==> src/design/ibm_pkg.sv <==
// ----------------------------------------------------------------------------
// ibm_pkg
// Shared widths, stage payload types and step functions for the
// inelastic body merge pipeline.
// ----------------------------------------------------------------------------
package ibm_pkg;

  localparam int MASS_W      = 31;
  localparam int VEL_W       = 24;
  localparam int RAD_W       = 16;
  localparam int CNT_W       = 16;
  localparam int SUM_W       = 32;  // mass sum / divisor
  localparam int NUM_W       = 56;  // signed momentum sum
  localparam int ROOT_W      = 17;
  localparam int CUBE_W      = 51;  // radius cube sum, padded to 3-bit groups
  localparam int CREM_W      = 40;  // cube root partial remainder
  localparam int DIV_STEPS   = 24;  // one quotient bit per stage
  localparam int ROOT_STEPS  = 17;  // one root bit per stage
  localparam int FRONT_STG   = 3;
  localparam int NUM_STG     = FRONT_STG + DIV_STEPS + 1;
  localparam int IN_W        = 224;
  localparam int OUT_W       = 120;

  localparam logic [CNT_W-1:0] CNT_MAX = 16'hFFFF;

  // One axis of the restoring divider: remainder, dividend bits still to
  // shift in (quotient bits shift in at the bottom), sign of the numerator.
  typedef struct packed {
    logic [SUM_W-1:0] rem;
    logic [VEL_W-1:0] low;
    logic             neg;
  } div_t;

  // Payload carried through every iteration stage.
  typedef struct packed {
    div_t              dx;
    div_t              dy;
    logic [SUM_W-1:0]  total;
    logic [CUBE_W-1:0] s;
    logic [CREM_W-1:0] r;
    logic [ROOT_W-1:0] y;
    logic [2*ROOT_W-1:0] y2;
    logic [CNT_W-1:0]  count;
    logic              surv;
  } iter_t;

  // One restoring division step.
  function automatic div_t div_step(div_t d, logic [SUM_W-1:0] total);
    div_t       o;
    logic [SUM_W:0] r1;
    logic       qb;
    r1 = {d.rem, d.low[VEL_W-1]};
    qb = (r1 >= {1'b0, total});
    o.rem = qb ? SUM_W'(r1 - {1'b0, total}) : r1[SUM_W-1:0];
    o.low = {d.low[VEL_W-2:0], qb};
    o.neg = d.neg;
    return o;
  endfunction

endpackage

==> src/design/ibm_iter.sv <==
// ----------------------------------------------------------------------------
// ibm_iter
// One pipeline stage: one quotient bit per axis and, where enabled, one
// bit of the integer cube root (digit method with running square).
// ----------------------------------------------------------------------------
module ibm_iter import ibm_pkg::*; #(
  parameter bit ROOT_ON = 1'b1
) (
  input  logic  clk,
  input  logic  en,
  input  iter_t d,
  output iter_t q
);

  iter_t               nxt;
  logic [ROOT_W-1:0]   y1;
  logic [2*ROOT_W-1:0] y2s;
  logic [CREM_W-1:0]   r1, t;
  logic                take;

  // root step: y' = 2y, test (y'+1)^3 - y'^3 = 3y'^2 + 3y' + 1
  assign y1   = {d.y[ROOT_W-2:0], 1'b0};
  assign y2s  = {d.y2[2*ROOT_W-3:0], 2'b00};
  assign r1   = {d.r[CREM_W-4:0], d.s[CUBE_W-1 -: 3]};
  assign t    = CREM_W'(y2s) + CREM_W'({y2s, 1'b0}) + CREM_W'(y1)
              + CREM_W'({y1, 1'b0}) + CREM_W'(1);
  assign take = (r1 >= t);

  always_comb begin
    nxt    = d;
    nxt.dx = div_step(d.dx, d.total);
    nxt.dy = div_step(d.dy, d.total);
    if (ROOT_ON) begin
      nxt.s  = {d.s[CUBE_W-4:0], 3'b000};
      nxt.r  = take ? r1 - t : r1;
      nxt.y  = take ? y1 + ROOT_W'(1) : y1;
      nxt.y2 = take ? y2s + (2*ROOT_W)'({y1, 1'b0}) + (2*ROOT_W)'(1) : y2s;
    end
  end

  always_ff @(posedge clk) begin
    if (en) begin
      q <= nxt;
    end
  end

endmodule

==> config.mk <==
export PLATFORM = sky130hd
export DESIGN_NAME = ibm_iter
export DESIGN_NICKNAME = d
export VERILOG_FILES = /design/src/design/ibm_pkg.sv /design/src/design/ibm_iter.sv
export SDC_FILE = /design/constraint.sdc
export NUM_CORES = 1
export LEC_CHECK = 0
export BUFFER_PORTS_ARGS = -buffer_cell sky130_fd_sc_hd__buf_2
export CAP_MARGIN = 20
export CELL_PAD_IN_SITES_DETAIL_PLACEMENT = 1
export CELL_PAD_IN_SITES_GLOBAL_PLACEMENT = 2
export CORE_MARGIN = 2
export CORE_UTILIZATION = 33
export CTS_CLUSTER_SIZE = 25
export DETAILED_ROUTE_END_ITERATION = 6
export HOLD_SLACK_MARGIN = 0.08
export PLACE_DENSITY_LB_ADDON = 0.1
export SYNTH_ARGS = -nofsm -noshare
export SYNTH_HDL_FRONTEND = slang
export SYNTH_SLANG_ARGS = --single-unit
==> constraint.sdc <==
create_clock -name clk -period 7 [get_ports clk]
set_clock_uncertainty 0.15 [all_clocks]
set_input_delay 0.7 -clock clk [delete_from_list [all_inputs] [get_ports clk]]
set_output_delay 0.7 -clock clk [all_outputs]
set_load 0.05 [all_outputs]
==> impl_metrics.json <==
{
  "status": "completed",
  "drt_pass1_iterations": 4,
  "via_per_inst": 5.01,
  "timing.final.max_slew_violations": 0,
  "postPlaceCellArea_sq_um": 24000,
  "syn_area_per_cell_sq_um": 11.0,
  "route.vias.total": 16300,
  "dominantRegCellSynth": "sky130_fd_sc_hd__edfxtp_1",
  "final_cells": 3251,
  "htree_num_levels": 2,
  "inserted_clock_buffers": 38,
  "slew-limit-headroom": 0.308,
  "synth.yosys.seq_area_share": 0.459,
  "final_routed_wirelength_microns": 65600,
  "core_region_area_sq_um": 58900,
  "fin_tns_setup_ns": 0,
  "number_of_global_route_vias_before_repair": 17000,
  "cts_tree": "done",
  "synth_top_cell_area_share": 0.459,
  "cts_root_buf": "sky130_fd_sc_hd__clkbuf_16",
  "max_cap_violations": 0,
  "criticalPathCategory": "in2reg",
  "grt_pass1_wl_microns": 97900,
  "synth_edf_count": 300,
  "hold_path.class": "in2reg",
  "dieHeight_microns": 248,
  "worst_path_max_delay_cell": "sky130_fd_sc_hd__fa_1",
  "gr-usage-all-layers": 0.206,
  "powerDensity_nw_per_um2": 332,
  "finalNetCount": 2969,
  "start_util": 0.333,
  "total_leakage_power_nw": 11.4,
  "hold_viol_final": 0,
  "die_width_microns": 248,
  "share_of_async_settable_or_async_resettable_flops_after_synthesis": 0,
  "whs_path_depth": 1,
  "ys_seq_elements": 300,
  "wl_per_cell_microns": 20.2,
  "cts-root-to-sink-buffers": 3,
  "drc": 0,
  "postSynthCellCount": 1775,
  "place_congestion": 0.863,
  "port_buffers": 601,
  "syn-cell-area_sq_um": 19600,
  "post-route-period-util": 0.926,
  "setup_viol": 0,
  "largest_register_ff_count": 300,
  "worstMarginPinSlew_ns": 1.04,
  "synthDominantAreaCellType": "sky130_fd_sc_hd__edfxtp_1",
  "placement.setup.worst_slack_ns": -0.171,
  "critical_path_arrival_ns": 6.62,
  "io_pins": 612,
  "power.ir.vdd_worst_mv": 0.194,
  "synth.area.top_cells": "sky130_fd_sc_hd__edfxtp_1 46%, sky130_fd_sc_hd__ha_1 12%, sky130_fd_sc_hd__a21oi_1 4.5%, sky130_fd_sc_hd__xnor2_1 4.1%, sky130_fd_sc_hd__fa_1 3.6%",
  "worst_path_most_repeated_cell": "sky130_fd_sc_hd__buf_4",
  "worst_path_largest_cell_delay_ns": 0.54,
  "grt_setup_unrepaired": "no",
  "detailed_place_hpwl_microns": 54000,
  "critical_path.startpoint_type": "primary input",
  "final_design_area_no_fill_sq_um": 25200,
  "die-area_sq_um": 61400,
  "fin_ws_ns": 0.518,
  "iteration_0_drc_markers": 608,
  "synth-warning-count": 0,
  "placed_cells": 3178,
  "drive_gt1_frac": 0.316,
  "final_antenna_net_count": 0,
  "clk_pin_slew_worst_paths_ns": 0.06,
  "gr-total-overflow": 0,
  "critPathCaptureType": "flop",
  "max_flop_register": "q",
  "clock.fmax_mhz": 154,
  "grt_antenna_before_repair": 17,
  "timing.critical_path.required_ns": 7.14,
  "cp_max_fo": 20,
  "area_growth_pct": 28.3,
  "final_period_minus_worst_setup_slack_ns": 6.48,
  "reg.largest.list": "q: 300 flops",
  "synth_cell_type_count": 81,
  "hold-worst-slack_ns": 0.156,
  "row_count": 89,
  "grt_max_degree": 94,
  "clock_sink_count": 300
}
-- final cells by class --
cell class	count	area, sq um
tap	773	967
clock inverter	20	178
antenna	7	17.5
fill	6713	33800
clock buffer	46	1000
timing repair buffer	675	3600
multi-input combinational	1299	9890
sequential	300	9010
inverter	131	492
-- what timing repair did --
item	in CTS	in global routing
gates resized for setup	0	1
setup endpoints to repair	0	24
setup buffers	0	0
hold buffers	0	0
-- cell families (layout without fill, tap and decap cells) --
| family | Yosys count | after routing | share of synthesized area |
|---|---|---|---|
| AOI/OAI and AO/OA | 500 | 500 | 0.166 |
| and+or+nand+nor | 387 | 387 | 0.0944 |
| DFF | 300 | 300 | 0.459 |
| adders and majority gates | 217 | 217 | 0.152 |
| buffers and inverters | 179 | 872 | 0.0375 |
| xor gates and xnor gates | 143 | 143 | 0.0639 |
| muxes | 48 | 48 | 0.0272 |
| other | 1 | 11 | 0.000191 |
-- through the flow --
stage / total power [mW] / util
3_5_place_dp: 6.50 / 0.407
4_1_cts: 8.47 / 0.427
5_1_grt: 8.86 / 0.427
2_1_floorplan: 5.30 / -
6_report: 8.36 / 0.427
3_3_place_gp: 6.45 / 0.407
-- final timing paths --
| path | from | endpoint | slack [ns] |
|---|---|---|---|
| worst max-delay path | d[18] | q[20]$_DFFE_PP_ | 0.52 |
| worst min-delay path | d[129] | q[132]$_DFFE_PP_ | 0.16 |
-- critical path, delay by kind of cell --
family,cells,cell delay (ns)
AOI/OAI and AO/OA,11,2.02
adders and majority gates,5,1.86
buffers and inverters,10,1.36
and+or+nand+nor,4,0.67
-- cells in the final DEF, fill, tap and decap left out, types with 35 or more instances in the layout --
master / Yosys / layout
sky130_fd_sc_hd__a21o_1: 79 / 79
sky130_fd_sc_hd__a21oi_1: 177 / 177
sky130_fd_sc_hd__buf_2: 13 / 600
sky130_fd_sc_hd__buf_4: 6 / 72
sky130_fd_sc_hd__clkbuf_16: 0 / 39
sky130_fd_sc_hd__edfxtp_1: 300 / 300
sky130_fd_sc_hd__fa_1: 35 / 35
sky130_fd_sc_hd__ha_1: 182 / 182
sky130_fd_sc_hd__inv_1: 130 / 130
sky130_fd_sc_hd__nand2_1: 106 / 106
sky130_fd_sc_hd__nand3_1: 36 / 36
sky130_fd_sc_hd__nor2_1: 109 / 109
sky130_fd_sc_hd__o21ai_0: 74 / 74
sky130_fd_sc_hd__xnor2_1: 92 / 92
sky130_fd_sc_hd__xor2_1: 51 / 51
-- synth_stat cells (all sizes together) (5+ instances only) --
master	count
nor4	5
a221oi	5
and3	22
fa	35
a21o	79
mux2	42
xor2	51
nand4	23
o31a	5
nor3	16
inv	131
o21ai	83
o21bai	23
nor2	110
o211ai	16
buf	22
nor2b	16
a31oi	16
a211o	6
ha	182
clkbuf	26
a21oi	180
a211oi	18
nor3b	5
or3	8
and2	9
edfxtp	300
nand2	106
xnor2	92
o21a	20
mux2i	6
nand2b	18
nand3	36
-- power by group --
group	internal (mW)	total, mW	leakage (nW)	switching (mW)
logic	1.37	3.99	7.94	2.62
clock network	1.10	1.91	0.563	0.811
registers	2.37	2.46	2.94	0.0920
total	4.84	8.36	11.4	3.52
-- layer usage --
metal | part of all wire | global-route usage
met5 | 0.0020 | 0
met2 | 0.49 | 0.357
met1 | 0.43 | 0.261
met3 | 0.054 | 0.0434
met4 | 0.021 | 0.0535
No activity file was read; power rests on OpenSTA's default activity.
